`config.mk`:
```
export PLATFORM = sky130hd
export DESIGN_NAME = integer_to_ascii_digits
export DESIGN_NICKNAME = d
export VERILOG_FILES = /design/src/hw/rtl/itad_pkg.sv /design/src/hw/rtl/itad_seq.sv /design/src/hw/rtl/integer_to_ascii_digits.sv
export VERILOG_INCLUDE_DIRS = /design/src /design/src/hw/rtl
export SDC_FILE = /design/constraint.sdc
export NUM_CORES = 1
export LEC_CHECK = 0
export ABC_AREA = 0
export BUFFER_PORTS_ARGS = -buffer_cell sky130_fd_sc_hd__buf_2
export CAP_MARGIN = 40
export CORE_MARGIN = 4
export CORE_UTILIZATION = 29
export DETAILED_ROUTE_END_ITERATION = 12
export PLACE_DENSITY_LB_ADDON = 0.1
export SYNTH_ARGS = -nofsm -noshare
export SYNTH_HDL_FRONTEND = slang
export SYNTH_SLANG_ARGS = --single-unit
```
`constraint.sdc`:
```
create_clock -name clk_i -period 5 [get_ports clk_i]
set_clock_uncertainty 0.05 [all_clocks]
set_input_delay 1 -clock clk_i [delete_from_list [all_inputs] [get_ports clk_i]]
set_output_delay 1 -clock clk_i [all_outputs]
set_load 0.01 [all_outputs]
```
`src/hw/rtl/integer_to_ascii_digits_defines.svh`:
```
// assertion macros for the integer to ascii digits block
// sampled on clk_i, disabled while rst_ni is low; needs nothing else
`ifndef INTEGER_TO_ASCII_DIGITS_DEFINES_SVH
`define INTEGER_TO_ASCII_DIGITS_DEFINES_SVH

`ifndef ASSERT_OFF

// same-cycle implication
`define ASSERT_IMPLIES(name, ante, cons, msg) \
  name: assert property (@(posedge clk_i) disable iff (!rst_ni) (ante) |-> (cons)) \
    else $error(msg);

// next-cycle implication
`define ASSERT_NEXT(name, ante, cons, msg) \
  name: assert property (@(posedge clk_i) disable iff (!rst_ni) (ante) |=> (cons)) \
    else $error(msg);

`else

`define ASSERT_IMPLIES(name, ante, cons, msg)

`define ASSERT_NEXT(name, ante, cons, msg)

`endif

`endif

```
`src/hw/rtl/itad_pkg.sv`:
```
// types and constants shared by the integer to ascii digits block
// no dependencies
package itad_pkg;

  localparam int IN_NUMBER_W = 64;
  localparam int PC_W        = 3;

  localparam logic [6:0] CHAR_ZERO    = 7'h30;
  localparam logic [6:0] LETTER_GAP   = 7'd7;
  localparam logic [6:0] LOWER_OFFSET = 7'h20;

  typedef enum logic [1:0] {
    RADIX_OCT = 2'd0,
    RADIX_DEC = 2'd1,
    RADIX_HEX = 2'd2
  } radix_e;

  // datapath operations issued by the control word
  typedef enum logic [2:0] {
    OP_NOP,
    OP_ACCEPT,
    OP_CLEAR,
    OP_DABBLE,
    OP_PLOAD,
    OP_SKIP,
    OP_EMIT
  } itad_op_e;

  // jump conditions, the jump is taken when the condition is true
  typedef enum logic [2:0] {
    C_ALWAYS,
    C_NO_INPUT,
    C_POW2,
    C_CNT_MORE,
    C_LEAD_ZERO,
    C_EMIT_MORE
  } itad_cond_e;

  typedef struct packed {
    itad_op_e          op;
    itad_cond_e        cond;
    logic [PC_W-1:0]   target;
  } itad_uword_t;

  // status from the datapath to the sequencer
  typedef struct packed {
    logic in_valid;
    logic is_pow2;
    logic cnt_more;
    logic lead_zero;
    logic emit_more;
  } itad_cond_t;

  typedef struct packed {
    logic [IN_NUMBER_W-1:0] number;
    logic [1:0]             radix_select;
    logic                   upper_case;
  } itad_in_t;

  typedef struct packed {
    logic [6:0] ascii_char;
    logic       last_char;
  } itad_out_t;

endpackage

```
`src/hw/rtl/itad_seq.sv`:
```
// microcode sequencer: step counter, control store and jump logic
// depends on itad_pkg
module itad_seq (
  input  logic                 clk_i,
  input  logic                 rst_ni,
  input  itad_pkg::itad_cond_t cond_i,
  output itad_pkg::itad_op_e   op_o
);
  import itad_pkg::*;

  // the shift loop falls through into the leading zero scan, so the bit
  // group load sits after the done step and jumps back to the scan
  localparam logic [PC_W-1:0] StepIdle   = 3'd0;
  localparam logic [PC_W-1:0] StepClear  = 3'd1;
  localparam logic [PC_W-1:0] StepDabble = 3'd2;
  localparam logic [PC_W-1:0] StepSkip   = 3'd3;
  localparam logic [PC_W-1:0] StepEmit   = 3'd4;
  localparam logic [PC_W-1:0] StepDone   = 3'd5;
  localparam logic [PC_W-1:0] StepPload  = 3'd6;

  logic [PC_W-1:0] pc_q, pc_d;
  itad_uword_t     uword;
  logic            take;

  // control store
  always_comb begin
    unique case (pc_q)
      StepIdle:   uword = '{op: OP_ACCEPT, cond: C_NO_INPUT,  target: StepIdle};
      StepClear:  uword = '{op: OP_CLEAR,  cond: C_POW2,      target: StepPload};
      StepDabble: uword = '{op: OP_DABBLE, cond: C_CNT_MORE,  target: StepDabble};
      StepSkip:   uword = '{op: OP_SKIP,   cond: C_LEAD_ZERO, target: StepSkip};
      StepEmit:   uword = '{op: OP_EMIT,   cond: C_EMIT_MORE, target: StepEmit};
      StepDone:   uword = '{op: OP_NOP,    cond: C_ALWAYS,    target: StepIdle};
      StepPload:  uword = '{op: OP_PLOAD,  cond: C_ALWAYS,    target: StepSkip};
      default:    uword = '{op: OP_NOP,    cond: C_ALWAYS,    target: StepIdle};
    endcase
  end

  always_comb begin
    unique case (uword.cond)
      C_ALWAYS:    take = 1'b1;
      C_NO_INPUT:  take = !cond_i.in_valid;
      C_POW2:      take = cond_i.is_pow2;
      C_CNT_MORE:  take = cond_i.cnt_more;
      C_LEAD_ZERO: take = cond_i.lead_zero;
      C_EMIT_MORE: take = cond_i.emit_more;
      default:     take = 1'b1;
    endcase
  end

  assign pc_d = take ? uword.target : pc_q + PC_W'(1);
  assign op_o = uword.op;

  always_ff @(posedge clk_i or negedge rst_ni) begin
    if (!rst_ni) begin
      pc_q <= StepIdle;
    end else begin
      pc_q <= pc_d;
    end
  end

endmodule

```
`src/hw/rtl/integer_to_ascii_digits.sv`:
```
// Converts one unsigned number per input word to ASCII digits in octal, decimal or
// hexadecimal, most significant first, one digit per output word, no leading zeros,
// last_char set on the final digit. One number is handled at a time: the next word is
// taken only after the last digit of the previous number has been emitted. A decimal
// number goes through the shift-and-add-3 loop that moves one bit of the number into
// the BCD digit register per cycle; octal and hexadecimal digits are loaded as bit
// groups. Then a scan runs from the top digit position down through leading zeros,
// and then the digits are emitted.
// Bits of number above NUMBER_WIDTH are ignored; if MAX_DIGITS is too small for the
// value only its MAX_DIGITS least significant digits come out.
// depends on itad_pkg, itad_seq and integer_to_ascii_digits_defines.svh
`include "integer_to_ascii_digits_defines.svh"

module integer_to_ascii_digits #(
  parameter int NUMBER_WIDTH = 64,
  parameter int MAX_DIGITS   = 22
) (
  input  logic                clk_i,
  input  logic                rst_ni,
  input  logic                in_valid_i,
  output logic                in_stall_o,
  input  itad_pkg::itad_in_t  in_word_i,
  output logic                out_valid_o,
  input  logic                out_stall_i,
  output itad_pkg::itad_out_t out_word_o
);
  import itad_pkg::*;

  localparam int CntW = $clog2(NUMBER_WIDTH);
  localparam int PtrW = $clog2(MAX_DIGITS);
  localparam int ExtW = ((NUMBER_WIDTH > 4 * MAX_DIGITS) ? NUMBER_WIDTH : 4 * MAX_DIGITS) + 4;

  itad_op_e   op;
  itad_cond_t cond;

  logic [NUMBER_WIDTH-1:0] src_q, src_d;
  logic [3:0]              dig_q [MAX_DIGITS];
  logic [3:0]              dig_d [MAX_DIGITS];
  radix_e                  radix_q, radix_d;
  logic                    upper_q, upper_d;
  logic                    ovf_q, ovf_d;
  logic [CntW-1:0]         cnt_q, cnt_d;
  logic [PtrW-1:0]         ptr_q, ptr_d;

  logic [3:0]      adj [MAX_DIGITS];
  logic [3:0]      dab_dig [MAX_DIGITS];
  logic            dab_carry;
  logic [ExtW-1:0] num_ext;
  logic [3:0]      p2_dig [MAX_DIGITS];
  logic            p2_ovf;
  logic [3:0]      cur_dig;
  logic            lead_zero;
  logic            ptr_zero;
  logic            out_hs;

  itad_seq u_seq (
    .clk_i  (clk_i),
    .rst_ni (rst_ni),
    .cond_i (cond),
    .op_o   (op)
  );

  // one shift-and-add-3 step, top carry dropped into the overflow flag
  always_comb begin
    for (int i = 0; i < MAX_DIGITS; i++) begin
      adj[i] = (dig_q[i] >= 4'd5) ? dig_q[i] + 4'd3 : dig_q[i];
    end
    dab_dig[0] = {adj[0][2:0], src_q[NUMBER_WIDTH-1]};
    for (int i = 1; i < MAX_DIGITS; i++) begin
      dab_dig[i] = {adj[i][2:0], adj[i-1][3]};
    end
    dab_carry = adj[MAX_DIGITS-1][3];
  end

  // octal and hex digits are plain bit groups
  always_comb begin
    num_ext = ExtW'(src_q);
    for (int i = 0; i < MAX_DIGITS; i++) begin
      if (radix_q == RADIX_HEX) begin
        p2_dig[i] = num_ext[4*i +: 4];
      end else begin
        p2_dig[i] = {1'b0, num_ext[3*i +: 3]};
      end
    end
    if (radix_q == RADIX_HEX) begin
      p2_ovf = |(num_ext >> (4 * MAX_DIGITS));
    end else begin
      p2_ovf = |(num_ext >> (3 * MAX_DIGITS));
    end
  end

  assign cur_dig   = dig_q[ptr_q];
  assign ptr_zero  = (ptr_q == '0);
  // when digits were dropped every stored position is printed
  assign lead_zero = !ovf_q && (cur_dig == 4'd0) && !ptr_zero;
  assign out_hs    = out_valid_o && !out_stall_i;

  assign cond.in_valid  = in_valid_i;
  assign cond.is_pow2   = (radix_q != RADIX_DEC);
  assign cond.cnt_more  = (cnt_q != '0);
  assign cond.lead_zero = lead_zero;
  assign cond.emit_more = !(out_hs && ptr_zero);

  assign in_stall_o  = (op != OP_ACCEPT);
  assign out_valid_o = (op == OP_EMIT);

  always_comb begin
    if (cur_dig < 4'd10) begin
      out_word_o.ascii_char = CHAR_ZERO + 7'(cur_dig);
    end else begin
      out_word_o.ascii_char = CHAR_ZERO + 7'(cur_dig) + LETTER_GAP
                            + (upper_q ? 7'd0 : LOWER_OFFSET);
    end
    out_word_o.last_char = ptr_zero;
  end

  always_comb begin
    src_d   = src_q;
    dig_d   = dig_q;
    radix_d = radix_q;
    upper_d = upper_q;
    ovf_d   = ovf_q;
    cnt_d   = cnt_q;
    ptr_d   = ptr_q;
    unique case (op)
      OP_ACCEPT: begin
        if (in_valid_i) begin
          src_d   = in_word_i.number[NUMBER_WIDTH-1:0];
          upper_d = in_word_i.upper_case;
          if (in_word_i.radix_select[1]) begin
            radix_d = RADIX_HEX;
          end else if (in_word_i.radix_select == RADIX_DEC) begin
            radix_d = RADIX_DEC;
          end else begin
            radix_d = RADIX_OCT;
          end
        end
      end
      OP_CLEAR: begin
        for (int i = 0; i < MAX_DIGITS; i++) begin
          dig_d[i] = 4'd0;
        end
        ovf_d = 1'b0;
        cnt_d = CntW'(NUMBER_WIDTH - 1);
        ptr_d = PtrW'(MAX_DIGITS - 1);
      end
      OP_DABBLE: begin
        dig_d = dab_dig;
        ovf_d = ovf_q | dab_carry;
        src_d = {src_q[NUMBER_WIDTH-2:0], 1'b0};
        cnt_d = cnt_q - CntW'(1);
      end
      OP_PLOAD: begin
        dig_d = p2_dig;
        ovf_d = p2_ovf;
      end
      OP_SKIP: begin
        if (lead_zero) begin
          ptr_d = ptr_q - PtrW'(1);
        end
      end
      OP_EMIT: begin
        if (out_hs && !ptr_zero) begin
          ptr_d = ptr_q - PtrW'(1);
        end
      end
      OP_NOP: begin
      end
      default: begin
      end
    endcase
  end

  always_ff @(posedge clk_i or negedge rst_ni) begin
    if (!rst_ni) begin
      ovf_q <= 1'b0;
      cnt_q <= '0;
      ptr_q <= '0;
    end else begin
      ovf_q <= ovf_d;
      cnt_q <= cnt_d;
      ptr_q <= ptr_d;
    end
  end

  always_ff @(posedge clk_i) begin
    src_q   <= src_d;
    dig_q   <= dig_d;
    radix_q <= radix_d;
    upper_q <= upper_d;
  end

  `ASSERT_IMPLIES(a_no_overlap, out_valid_o, in_stall_o, "output while taking input")
  `ASSERT_NEXT(a_last_ends, out_hs && out_word_o.last_char, !out_valid_o, "word after last")
  `ASSERT_NEXT(a_accept_quiet, in_valid_i && !in_stall_o, !out_valid_o && in_stall_o, "no work after accept")

endmodule

```
After elaboration in Yosys (flattened, before gate mapping)
Cells that the tools add are included.
{ "op_classes": {"n_addsub": 28, "n_lt_le_gt_ge": 24, "n_eq_ne": 23, "mux": 61, "bitwise_logic": 2, "n_reduce_logical": 23} }
{ "op_table": {"columns": ["op", "n"], "rows": [
  ["$pmux 88 s3", 1],
  ["$mux 4", 40],
  ["$pmux 64 s2", 1],
  ["$add 4x2->4 const B", 22],
  ["$ge 4x3->1 const B", 22],
  ["$mux 64", 1],
  ["$pmux 9 s6", 1],
  ["$eq 3x3->1 const B", 7],
  ["$bmux 4 s5", 1],
  ["$eq 3x2->1 const B", 6],
  ["$mux 3", 6],
  ["$pmux 5 s3", 1],
  ["$pmux 6 s2", 1],
  ["$mux 5", 2],
  ["$eq 3x1->1 const B", 3],
  ["$add 6x4->7 const A", 1],
  ["$add 7x3->7 const B", 1],
  ["$add 7x6->7", 1],
  ["$mux 7", 1],
  ["$ge 6x6->1 const B", 1],
  ["$mux 6", 1],
  ["$not 5->6", 1],
  ["$reduce_bool 2->1", 3],
  ["$reduce_bool 3->1", 2],
  ["other kinds (22)", 34]
]} }
{ "word_totals": {"register_bits": 170, "out_inout_bits": 10, "word_cells": 190} }

Depth between registers and ports, before layout
{ "depth": {"word_depth": 9, "mapped_depth": 13, "mapped_depth_nobuf": 9} }

By module
From an unflattened synthesis, not the netlist that was laid out.
{ "hier_totals": {"cells_unflattened": 974, "area_unflattened_um2": 10581.4} }
{ "modules_own_cells": {"columns": ["mod", "n_inst", "cells_per_inst", "area_each_um2", "seq_area_each_um2"], "rows": [
  ["integer_to_ascii_digits", 1, 925, 10169.8, 4954.8],
  ["itad_seq", 1, 49, 411.6, 75.1]
]} }

Worst setup path before layout
OpenSTA, ideal clock, no wires.
{ "synth_timing": {"path_kind": "flip-flop to flip-flop", "startpoint": "reg u_seq.pc_q[0]", "endpoint": "reg dig_q[0] (netlist bit), enable pin", "setup_ps": 852, "arrival_time_ps": 3652, "t_required_ps": 4098, "slack_ps": 446, "stages_incl_launch_ff": 11, "path_buffers": 3, "synth_period_minus_slack_ps": 4554, "cell_sequence": "dfrtp_1 -> inv_1 -> ha_1 -> nor2_1 -> nor2_1 -> o21ai_1 -> or3_1 -> clkbuf_1 -> clkbuf_1 -> buf_1 -> nand2_1"} }
{ "synth_between": {"elab_chain_len": 4, "elab_cells_between_ends": 11} }
{ "synth_lines": {"columns": ["element", "line", "text"], "rows": [
  ["from (decl)", "itad_seq.sv:21", "logic [PC_W-1:0] pc_q, pc_d;"],
  ["from (signal assigned)", "itad_seq.sv:56", "pc_q <= StepIdle;"],
  ["from (signal assigned)", "itad_seq.sv:58", "pc_q <= pc_d;"],
  ["$eq 3x3->1 (tied with other cells)", "itad_seq.sv:27", "unique case (pc_q)"],
  ["$pmux 9 s6 (*)", "itad_seq.sv:27", null],
  ["$eq 3x2->1 / $eq 3x3->1 (equally long branches)", "integer_to_ascii_digits.sv:125", "unique case (op)"],
  ["$reduce_bool 3->1 (no source line) (*)", null, null],
  ["to (signal assigned)", "integer_to_ascii_digits.sv:188", "dig_q <= dig_d;"],
  ["to (decl)", "integer_to_ascii_digits.sv:37", "logic [3:0] dig_q [MAX_DIGITS];"]
]} }
Every way passes the cells marked *; elsewhere a longest branch is shown, timed or not.
A chain may end at the register's enable or synchronous reset.

==> run metrics <==
status finished, final reports clean; cells after synthesis slightly below 1,000; worst hold path class in2async; total grt overflow 0; Clock Latency Late Sink 450 ps; standard-cell rows between 60 and 70; TritonCTS Buffers 17; Port Buf Inserts 80; share of layout cells above drive strength 1 0.187; Post-synth EDFFs 155; Fin Setup TNS 0 ps; Worst-Margin Slew 763 ps; Routed WL per cell between 15 and 20 um; Max IR drop VDD 0.641 mV; f_max 225 MHz; Pins Over Slew Limit 0; Top Ports 81; Non-Filler Instances 1,514; Synth top area share 0.437; Final Hold Viols 0; Yosys reg bits 170; Max Cap Viol 0; WHS ~420 ps; Worst-path clk slew 70 ps; WL final slightly below 30 mm; CTS max path bufs 2; most frequent cells after synthesis 155 x edfxtp_1, 92 x a21oi_1, 73 x nand2_1, 69 x mux2i_1, 66 x o21ai_0; count leader, synth edfxtp_1; Pwr per Cell Area about 800 mW/mm^2; largest net degree at the start of global routing 102; Die H 200 um; leading area contributor after synthesis edfxtp_1; initial antenna violation count 0; post-synthesis cell type count 57; critical path arrival about 3400 ps; Residual DRC 0; Root Buffer clkbuf_16; Placed Cells 1,482; synth warn 0; Leakage Power 4.77 nW; Hold Buf Count CTS 0; # fillers about 3,700; vias in the first global route 7,658; syn nets ~1,100; Core Area 0.0359 mm^2; Most used DFF post-synth edfxtp_1; effective utilization at floorplan 0.297; Synth area leaders edfxtp_1 44%, ha_1 6.6%, mux2i_1 6.5%; Seq/Total Area, Yosys 0.472; Starting DRT DRC Count 360; Final Util 0.338; largest fanout on the critical path 17; Setup crit start kind flip-flop; H-tree depth 4; Mean Syn Cell Area 11.0 um^2; CTS tree built; HPWL after DPL approximately 21 mm; Antenna diodes 0; Power Total between 0.009 and 0.01 W; synthesized area about 0.011 mm^2; area occupied by multi-input gates 0.00520 mm^2; gpl congestion 0.751; Final min period 4450 ps; Area growth, synth to finish 13.9%; RSZ-0062 raised after global routing false; crit path kind reg2out; Via density roughly 5.0; via count 7,568; crit end category primary output; final setup vio count 0; GRT Overall Usage 0.149; final worst path period share 0.891; FFs w/ async S/R, synth 0.0882; setup bufs post-CTS 0; register area 0.00503 mm^2; Die Wd 200 um; Slew HR 0.491; DRT antenna net count 0; Post-layout nets roughly 1,200; Sink Count 170; Die Area 0.0399 mm^2; post_cts resized 0; worst endpoint required time 3950 ps; first-pass GRT wire length 45.6 mm; first drt pass iteration count 5
area by class of cell:
cell class                      instances  area share
Clock buffer                           18      0.0354
Clock inverter                         14      0.0123
Inverter                               63      0.0195
Multi-Input combinational cell        697       0.428
Sequential cell                       170       0.414
Tap cell                              461      0.0475
Timing Repair Buffer                   91      0.0429
path summary, 6_finish.rpt:
| kind | start | cells past startpoint | to | slack [ps] |
|---|---|---|---|---|
| max | ptr_q[1] | 8 | out_word_o[3] | 550 |
| min | rst_ni | 1 | cnt_q[3] | 420 |
| max reg2reg | ptr_q[1] | 8 | u_seq.pc_q[0] | 1370 |
| min reg2reg | cnt_q[4] | 2 | cnt_q[4] | 460 |
| max in group asynchronous | rst_ni | 1 | ptr_q[1] | 4200 |
| min in group clk_i | cnt_q[4] | 2 | cnt_q[4] | 460 |
cells in the final DEF (no fill, tap or decap), types with 3 or more instances in the layout:
| cell | n |
|---|---|
| a21o_1 | 3 |
| a21oi_1 | 92 |
| a22oi_1 | 5 |
| and3_1 | 3 |
| buf_12 | 3 |
| buf_2 | 80 |
| buf_4 | 8 |
| clkbuf_16 | 17 |
| dfrtp_1 | 15 |
| edfxtp_1 | 155 |
| ha_1 | 56 |
| inv_1 | 63 |
| inv_6 | 6 |
| inv_8 | 3 |
| mux2_2 | 61 |
| mux2i_1 | 69 |
| mux4_1 | 8 |
| mux4_2 | 3 |
| nand2_1 | 70 |
| nand2b_1 | 26 |
| nand3_1 | 14 |
| nand4_1 | 4 |
| nor2_1 | 50 |
| nor2b_1 | 8 |
| nor3_1 | 5 |
| nor3b_1 | 36 |
| o21a_1 | 3 |
| o21ai_0 | 66 |
| o221ai_1 | 3 |
| o22ai_1 | 49 |
| xnor2_1 | 25 |
| xor2_1 | 3 |
where the power goes:
part	switching (W)	internal, W	total, W
clock	0.000652	0.000708	0.00136
combinational	0.00282	0.00197	0.00479
sequential	0.000935	0.00285	0.00378
layer usage:
metal | global-route usage | routed length [um]
met1 | 0.217 | 15000
met4 | 0.0347 | 254
met5 | 0 | 0
met3 | 0.0265 | 769
met2 | 0.232 | 13200
sequential cells by signal, summed over array words and instances (netlist names), named ones only:
register,flops
u_seq.pc_q,2
dig_q,88
ovf_q,1
cnt_q,6
ptr_q,5
src_q,64
radix_q,2
upper_q,1
per-stage QoR:
step           setup slack (ps)  instance area, um^2
2_1_floorplan               446                10700
3_3_place_gp               1090                11600
3_5_place_dp               1020                11600
4_1_cts                     505                12100
5_1_grt                     334                12100
6_report                    547                12100
critical path: stages, from the launching register on:
cell	delay, ps
dfrtp_1	820
mux4_1	650
mux4_2	510
a22oi_4	260
ha_1	220
nand2_1	80
nor3_1	150
a21o_1	110
buf_2	120
cell families (layout without fill, tap and decap cells):
logic type	after synthesis	after routing	synth area share
DFF	170	170	0.472
xor gates and xnor gates	28	28	0.0230
muxes	141	141	0.155
and+or+nand+nor	234	234	0.113
adders and majority gates	56	56	0.0658
AOI/OAI and AO/OA	238	238	0.129
buffers and inverters	105	186	0.0422
(Power assumes the default switching activity.)
